<file path="src/sv/mtfc_pkg.sv">
// ----------------------------------------------------------------------------
// mtfc_pkg
// Shared types and constants of the musical time format converter.
// ----------------------------------------------------------------------------
`default_nettype none

package mtfc_pkg;

  // register indexes of the configuration port
  typedef enum logic [1:0] {
    REG_BEATS_PER_MEASURE = 2'd0,
    REG_BEAT_UNIT         = 2'd1,
    REG_TICKS_PER_QUARTER = 2'd2
  } reg_idx_t;

  // conversion direction
  localparam logic ACT_TO_PACKED = 1'b0;
  localparam logic ACT_TO_TICKS  = 1'b1;

  // error codes
  localparam logic [1:0] ERR_OK       = 2'd0;
  localparam logic [1:0] ERR_ZERO_DIV = 2'd1;
  localparam logic [1:0] ERR_OVERFLOW = 2'd2;

  // reset values of the configuration registers
  localparam logic [4:0] RST_BEATS_PER_MEASURE = 5'd4;
  localparam logic [7:0] RST_BEAT_UNIT         = 8'd4;
  localparam logic [7:0] RST_TICKS_PER_QUARTER = 8'd96;

  // ticks per beat division: 10 quotient bits over two stages
  localparam int TPB_STEPS = 5;

  // measure division: 32 quotient bits over the divider stages
  localparam int DIV_STEPS  = 4;
  localparam int DIV_STAGES = 32 / DIV_STEPS;

  // beat quotient is below beats per measure, so five bits
  localparam int BEAT_BITS = 5;

  // front end stage: ticks per beat division in progress
  typedef struct packed {
    logic        vld;
    logic        act;
    logic [31:0] tv;
    logic [4:0]  bpm;
    logic [7:0]  bu;
    logic [9:0]  dq;
    logic [7:0]  rem;
  } front_t;

  // main pipeline beat: measure division in progress
  typedef struct packed {
    logic        vld;
    logic        act;
    logic        zero;
    logic [9:0]  tpb;
    logic [14:0] tpm;
    logic [31:0] tv;
    logic [31:0] dq;
    logic [14:0] rem;
  } pipe_t;

  // back end stage: split values and reverse products
  typedef struct packed {
    logic        vld;
    logic        act;
    logic        zero;
    logic        ovf;
    logic [15:0] meas;
    logic [BEAT_BITS-1:0] beat;
    logic [11:0] tick;
    logic [30:0] pm;
    logic [13:0] pb;
  } back_t;

endpackage

`default_nettype wire

</file>
<file path="src/sv/mtfc_front.sv">
// ----------------------------------------------------------------------------
// mtfc_front
// Entry stages: ticks per beat by restoring division over two stages, then
// ticks per measure and the zero divisor check.
// ----------------------------------------------------------------------------
`default_nettype none

module mtfc_front
  import mtfc_pkg::*;
(
  input  wire logic        clk,
  input  wire logic        rst_n,
  input  wire logic        vld,
  input  wire logic        act,
  input  wire logic [31:0] tv,
  input  wire logic [4:0]  bpm,
  input  wire logic [7:0]  bu,
  input  wire logic [7:0]  tpq,
  output pipe_t            q
);

  front_t s1_r, s1_nxt;
  front_t s2_r, s2_nxt;
  pipe_t  s3_r, s3_nxt;

  // five restoring steps on a front beat
  function automatic front_t tpb_steps(front_t f);
    front_t    o;
    logic [8:0] r9;
    o = f;
    for (int k = 0; k < TPB_STEPS; k++) begin
      r9   = {o.rem, o.dq[9]};
      o.dq = {o.dq[8:0], 1'b0};
      if (r9 >= {1'b0, o.bu}) begin
        o.rem   = 8'(r9 - {1'b0, o.bu});
        o.dq[0] = 1'b1;
      end else begin
        o.rem = r9[7:0];
      end
    end
    return o;
  endfunction

  always_comb begin
    front_t f0;
    f0.vld = vld;
    f0.act = act;
    f0.tv  = tv;
    f0.bpm = bpm;
    f0.bu  = bu;
    f0.dq  = {tpq, 2'b00};
    f0.rem = '0;
    s1_nxt = tpb_steps(f0);
  end

  always_comb begin
    s2_nxt = tpb_steps(s1_r);
  end

  always_comb begin
    s3_nxt.vld  = s2_r.vld;
    s3_nxt.act  = s2_r.act;
    s3_nxt.tpb  = s2_r.dq;
    s3_nxt.tpm  = 15'(s2_r.dq) * 15'(s2_r.bpm);
    s3_nxt.zero = (s2_r.bu == 8'd0) || (s2_r.dq == 10'd0) || (s2_r.bpm == 5'd0);
    s3_nxt.tv   = s2_r.tv;
    s3_nxt.dq   = s2_r.tv;
    s3_nxt.rem  = '0;
  end

  always_ff @(posedge clk) begin
    if (!rst_n) begin
      s1_r.vld <= 1'b0;
      s2_r.vld <= 1'b0;
      s3_r.vld <= 1'b0;
    end else begin
      s1_r <= s1_nxt;
      s2_r <= s2_nxt;
      s3_r <= s3_nxt;
    end
  end

  assign q = s3_r;

endmodule

`default_nettype wire

</file>
<file path="src/sv/mtfc_div_stage.sv">
// ----------------------------------------------------------------------------
// mtfc_div_stage
// One stage of the measure divider: a few restoring steps of the tick count
// by ticks per measure, quotient shifted in as the dividend shifts out.
// ----------------------------------------------------------------------------
`default_nettype none

module mtfc_div_stage
  import mtfc_pkg::*;
(
  input  wire logic clk,
  input  wire logic rst_n,
  input  pipe_t     d,
  output pipe_t     q
);

  pipe_t q_r, q_nxt;

  always_comb begin
    logic [15:0] r16;
    q_nxt = d;
    for (int k = 0; k < DIV_STEPS; k++) begin
      r16      = {q_nxt.rem, q_nxt.dq[31]};
      q_nxt.dq = {q_nxt.dq[30:0], 1'b0};
      if (r16 >= {1'b0, q_nxt.tpm}) begin
        q_nxt.rem   = 15'(r16 - {1'b0, q_nxt.tpm});
        q_nxt.dq[0] = 1'b1;
      end else begin
        q_nxt.rem = r16[14:0];
      end
    end
  end

  always_ff @(posedge clk) begin
    if (!rst_n) begin
      q_r.vld <= 1'b0;
    end else begin
      q_r <= q_nxt;
    end
  end

  assign q = q_r;

endmodule

`default_nettype wire

</file>
<file path="src/sv/mtfc_back.sv">
// ----------------------------------------------------------------------------
// mtfc_back
// Exit stages: beat and tick split plus reverse products, then packing,
// reverse sum and error code into the output register.
// ----------------------------------------------------------------------------
`default_nettype none

module mtfc_back
  import mtfc_pkg::*;
(
  input  wire logic        clk,
  input  wire logic        rst_n,
  input  pipe_t            d,
  output logic             out_vld,
  output logic [31:0]      out_res,
  output logic [1:0]       out_err
);

  back_t       b_r, b_nxt;
  logic        vld_r;
  logic [31:0] res_r, res_nxt;
  logic [1:0]  err_r, err_nxt;

  // beat is below beats per measure, so a shifted divisor per bit suffices
  always_comb begin
    logic [14:0] r;
    logic [14:0] dsh;
    logic [BEAT_BITS-1:0] bt;
    r  = d.rem;
    bt = '0;
    for (int i = BEAT_BITS - 1; i >= 0; i--) begin
      dsh = 15'(d.tpb) << i;
      if (r >= dsh) begin
        r     = r - dsh;
        bt[i] = 1'b1;
      end
    end
    b_nxt.vld  = d.vld;
    b_nxt.act  = d.act;
    b_nxt.zero = d.zero;
    b_nxt.ovf  = (d.dq[31:16] != 16'd0);
    b_nxt.meas = d.dq[15:0];
    b_nxt.beat = bt;
    b_nxt.tick = (d.act == ACT_TO_TICKS) ? d.tv[11:0] : {2'b00, r[9:0]};
    b_nxt.pm   = 31'(d.tv[31:16]) * 31'(d.tpm);
    b_nxt.pb   = 14'(d.tv[15:12]) * 14'(d.tpb);
  end

  always_comb begin
    logic [32:0] sum;
    sum = 33'(b_r.pm) + 33'(b_r.pb) + 33'(b_r.tick);
    if (b_r.zero) begin
      res_nxt = '0;
      err_nxt = ERR_ZERO_DIV;
    end else if (b_r.act == ACT_TO_TICKS) begin
      res_nxt = sum[31:0];
      err_nxt = sum[32] ? ERR_OVERFLOW : ERR_OK;
    end else begin
      res_nxt = {b_r.meas, b_r.beat[3:0], b_r.tick};
      err_nxt = (b_r.ovf || b_r.beat[4]) ? ERR_OVERFLOW : ERR_OK;
    end
  end

  always_ff @(posedge clk) begin
    if (!rst_n) begin
      b_r.vld <= 1'b0;
      vld_r   <= 1'b0;
    end else begin
      b_r   <= b_nxt;
      vld_r <= b_r.vld;
      res_r <= res_nxt;
      err_r <= err_nxt;
    end
  end

  assign out_vld = vld_r;
  assign out_res = res_r;
  assign out_err = err_r;

endmodule

`default_nettype wire

</file>
<file path="src/sv/midi_time_format_converter.sv">
// ----------------------------------------------------------------------------
// midi_time_format_converter
// Converts between absolute tick counts and packed measure/beat/tick words.
// ----------------------------------------------------------------------------
// One conversion enters per clock cycle and its result leaves in order, on
// out_valid for a single cycle; the receiver cannot hold results off. The
// result passes the measure divider, which resolves four quotient bits per
// stage over eight stages, behind three entry stages that derive ticks per
// beat and per measure, and ahead of two exit stages. busy is always low.
// Each item uses the configuration present when it is accepted.
// ----------------------------------------------------------------------------
`default_nettype none

module midi_time_format_converter
  import mtfc_pkg::*;
(
  input  wire logic        clk,
  input  wire logic        rst_n,
  input  wire logic        start,
  output logic             busy,
  input  wire logic        in_action,
  input  wire logic [31:0] in_time_value,
  output logic             out_valid,
  output logic [31:0]      out_result_value,
  output logic [1:0]       out_error_code,
  input  wire logic        cfg_we,
  input  wire logic [1:0]  cfg_index,
  input  wire logic [7:0]  cfg_data
);

  logic [4:0] bpm_r;
  logic [7:0] bu_r;
  logic [7:0] tpq_r;

  pipe_t div_p [0:DIV_STAGES];

  always_ff @(posedge clk) begin
    if (!rst_n) begin
      bpm_r <= RST_BEATS_PER_MEASURE;
      bu_r  <= RST_BEAT_UNIT;
      tpq_r <= RST_TICKS_PER_QUARTER;
    end else if (cfg_we) begin
      unique case (cfg_index)
        REG_BEATS_PER_MEASURE: bpm_r <= cfg_data[4:0];
        REG_BEAT_UNIT:         bu_r  <= cfg_data;
        REG_TICKS_PER_QUARTER: tpq_r <= cfg_data;
        default: ;
      endcase
    end
  end

  assign busy = 1'b0;

  mtfc_front u_front (
    .clk   (clk),
    .rst_n (rst_n),
    .vld   (start && !busy),
    .act   (in_action),
    .tv    (in_time_value),
    .bpm   (bpm_r),
    .bu    (bu_r),
    .tpq   (tpq_r),
    .q     (div_p[0])
  );

  for (genvar g = 0; g < DIV_STAGES; g++) begin : g_div
    mtfc_div_stage u_div (
      .clk   (clk),
      .rst_n (rst_n),
      .d     (div_p[g]),
      .q     (div_p[g+1])
    );
  end

  mtfc_back u_back (
    .clk     (clk),
    .rst_n   (rst_n),
    .d       (div_p[DIV_STAGES]),
    .out_vld (out_valid),
    .out_res (out_result_value),
    .out_err (out_error_code)
  );

endmodule

`default_nettype wire

</file>
<file path="config.mk">
export PLATFORM = sky130hd
export DESIGN_NAME = midi_time_format_converter
export DESIGN_NICKNAME = d
export VERILOG_FILES = /design/src/sv/mtfc_pkg.sv /design/src/sv/mtfc_front.sv /design/src/sv/mtfc_div_stage.sv /design/src/sv/mtfc_back.sv /design/src/sv/midi_time_format_converter.sv
export SDC_FILE = /design/constraint.sdc
export NUM_CORES = 2
export LEC_CHECK = 0
export ABC_AREA = 1
export BUFFER_PORTS_ARGS = -buffer_cell sky130_fd_sc_hd__buf_2
export CELL_PAD_IN_SITES_DETAIL_PLACEMENT = 0
export CELL_PAD_IN_SITES_GLOBAL_PLACEMENT = 2
export CORE_MARGIN = 4
export CORE_UTILIZATION = 35
export CTS_BUF_LIST = sky130_fd_sc_hd__clkbuf_16
export DETAILED_ROUTE_END_ITERATION = 16
export GPL_TIMING_DRIVEN = 0
export PLACE_DENSITY_LB_ADDON = 0.1
export REMOVE_ABC_BUFFERS = 1
export SETUP_SLACK_MARGIN = 0.2
export SLEW_MARGIN = 20
export SYNTH_ARGS = -nofsm -noshare
export SYNTH_HDL_FRONTEND = slang
export SYNTH_SLANG_ARGS = --single-unit
</file>
<file path="constraint.sdc">
create_clock -name clk -period 11.73 [get_ports clk]
set_input_delay 0 -clock clk [delete_from_list [all_inputs] [get_ports clk]]
set_output_delay 0 -clock clk [all_outputs]
set_load 0.05 [all_outputs]
</file>
==> summary.md <==
| Metric | Value |
|---|---|
| First-pass DRT Iterations | `5` |
| Chip height | `about 480 um` |
| Initial antenna violation count | `11` |
| Share of layout cells above drive strength 1 | `0.0706` |
| TritonCTS buffer count | `119` |
| Status | `complete, no violations` |
| Synth Area per Inst | `9.27 um2` |
| CP endpoint kind | `flop` |
| Root Driver | `clkbuf_16` |
| Met2 usage | `0.303` |
| Initial Util | `0.352` |
| Yosys Warn Count | `0` |
| Asr flop ratio synth | `0` |
| Post-synth top area share | `0.403` |
| Die Footprint | `0.226 mm2` |
| Routability Congestion | `around 0.83` |
| Post-synthesis sequential area ratio | `0.412` |
| Highest Clock Rate | `between 90 and 100 MHz` |
| Number of DRC markers in iteration 0 | `between 2,000 and 3,000` |
| Setup Crit Path Kind | `flop to flop` |
| Count of buffer and inverter cells on the critical path | `7` |
| Die Wd | `476 um` |
| Synth Instances | `8,258` |
| Synth top area cells | `edfxtp_1 (40%), ha_1 (12%), nand2_1 (8.2%)` |
| Crit start category | `flop` |
| Setup Skew | `0.0309 ns` |
| Reg2reg setup slack | `between 1 and 1.5 ns` |
| Netlist cell types | `83` |
| GR peak layer | `met2` |
| Total Routed Length | `204 mm` |
| Max_slew headroom | `0.258` |
| WP data arrival | `11.15 ns` |
| CTS H-tree depth | `3` |
| Max Slew Vio Count | `0` |
| IO Port Bufs | `81` |
| Hold Crit Class | `input pin to flop` |
| Max_cap viols | `0` |
| Top delay family on crit path | `compound AO/OA/AOI/OAI gates` |
| Total GRT Usage | `0.178` |
| Clk Latency, worst-skew pair | `around 0.77 ns` |
| TritonCTS clock tree | `done` |
| Via density | `a little under 5` |
| Cell area after synthesis | `about 0.077 mm2` |
| First-pass GRT wire length | `around 320 mm` |
| Number of global-route vias before repair | `~55,000` |
| Most numerous cell in the Yosys netlist | `nand2_1` |
| Max clock buf depth | `3` |
| Drt drc | `0` |
| Reg clk slew, reported paths | `0.07 ns` |
| Required time worst endpoint | `between 10 and 15 ns` |
| Final WS setup | `1.02 ns` |
| DR WL/cell | `17.8 um` |
| Synth-to-Final Area Change | `12.8%` |
| Pin count of the biggest net entering global routing | `145` |
| Ratio of final minimum period to clock period | `0.913` |
| Routed Antenna Nets | `0` |
| Synth cell count leaders | `nand2_1 (1,671), inv_1 (1,145), edfxtp_1 (1,028)` |
| Setup TNS | `0 ns` |
| Final Setup Violations | `0` |
| Core ar. | `0.217 mm2` |
| Min Tclk post-route | `around 11 ns` |
| GR Util met1 | `0.240` |
| Dominant cell type by area after synthesis | `edfxtp_1` |
| Dpl hpwl | `around 160 mm` |
| Dominant synthesized flop cell | `edfxtp_1` |
| Boundary Pins | `83` |
| Number of synthesized flops with an enable pin | `just over 1,000` |
| RSZ-0062 raised after global routing | `true` |
| Vias | `between 50,000 and 60,000` |
| Count of state elements after synthesis | `between 1,000 and 1,500` |
| Post-place setup slack | `-1.30 ns` |
| CTS Sinks | `1,062` |
| Grt met3 use | `0.0191` |
| Hold Violations, Final | `0` |
| Crit path largest cell delay | `slightly below 0.5 ns` |
| Nets | `around 9,600` |
| Slowest-stage cell, CP | `fa_1` |
| Core Rows | `171` |
| Grt ovf | `0` |
| CP max FO | `28` |
| Worst slew pin tran | `between 1 and 1.5 ns` |
-- sequential cells by signal, summed over array words and instances, names as in the netlist --
signal          count
tpq_r               8
bu_r                8
u_back.out_err      2
u_back.b_r         82
u_front.q          60
bpm_r               5
u_back.out_res     32
u_front.s2_r       57
u_front.s1_r       63
g_div.u_div.q     744
u_back.out_vld      1
-- area by class of cell --
cell class	instances	area, um2
antenna	3	7.51
clock buffer	120	3000
fill	21800	131000
clock inverter	103	1070
sequential	1062	31600
timing repair inverter	5	30.0
tap	2854	3570
multi-input combinational	5868	40300
inverter	1175	4530
timing repair buffer	270	2290
-- logic make-up after synthesis --
| group | after synthesis | synth area share |
|---|---|---|
| other | 1 | 0.0000490 |
| flip-flops | 1062 | 0.412 |
| multiplexers | 2 | 0.000294 |
| XOR/XNOR | 542 | 0.0620 |
| adder cells (fa/ha/maj) | 1018 | 0.192 |
| AO/OA/AOI/OAI | 1581 | 0.115 |
| AND/OR/NAND/NOR | 2719 | 0.151 |
| buffers and inverters | 1333 | 0.0676 |
-- layer usage --
layer | vias up | part of all wire
li1 | 28500 | -
met3 | 211 | 0.029
met1 | 25900 | 0.47
met5 | - | 0.00014
met2 | 637 | 0.47
met4 | 4 | 0.027
-- per-stage QoR --
step / hold slack [ns] / area [um2] / cells / utilization
CTS: 0.000167 / 85500 / 11400 / 0.393
global route: 0.0699 / 86300 / 11500 / 0.397
global placement: 0.176 / 79800 / 11000 / 0.367
floorplan: 0.0841 / 75800 / 8100 / -
detailed placement: 0.178 / 80100 / 11000 / 0.368
finish: 0.0843 / 86300 / 11500 / 0.397
-- tightest hold or removal path: stages --
cell and delay, ns:
dlygate4sd3_1 0.52, buf_2 0.10, o21ai_0 0.07, a21oi_1 0.10
-- final timing paths --
check	from	endpoint	cells past startpoint
min reg2reg	g_div[4].u_div.q[40]	g_div[5].u_div.q[44]	0
max reg2reg	g_div[3].u_div.q[88]	g_div[4].u_div.q[3]	50
max	g_div[3].u_div.q[88]	g_div[4].u_div.q[3]	50
min	cfg_data[1]	bu_r[1]	4
-- layout by cell type, fill, tap and decap left out, types with 21 or more instances in the layout --
cell type and instances:
nand4_1 66, ha_1 748, buf_4 80, o21bai_1 64
o21ai_0 466, o21ai_1 119, dlygate4sd3_1 96, nor2_1 458
edfxtp_1 1028, a21oi_1 697, clkbuf_16 120, nor4_1 38
nand3_1 249, xor2_1 359, fa_1 264, inv_1 1141
o211ai_1 25, dfxtp_1 34, clkinv_2 21, xnor2_1 183
a21oi_2 21, buf_2 80, nor3_1 95, nand2_1 1664
clkinvlp_4 25, nand2_2 27
-- repair_timing --
item,4_1_cts,5_1_grt
hold endpoints to repair,165,0
endpoints found under the setup margin,105,133
gates resized for setup,44,113
hold buffers,96,0
pin swaps,5,15
setup buffers,25,55
gates cloned,5,5
Power is not shown: default switching activity piles up to over one toggle a cycle in this logic, so the estimate is an artifact.
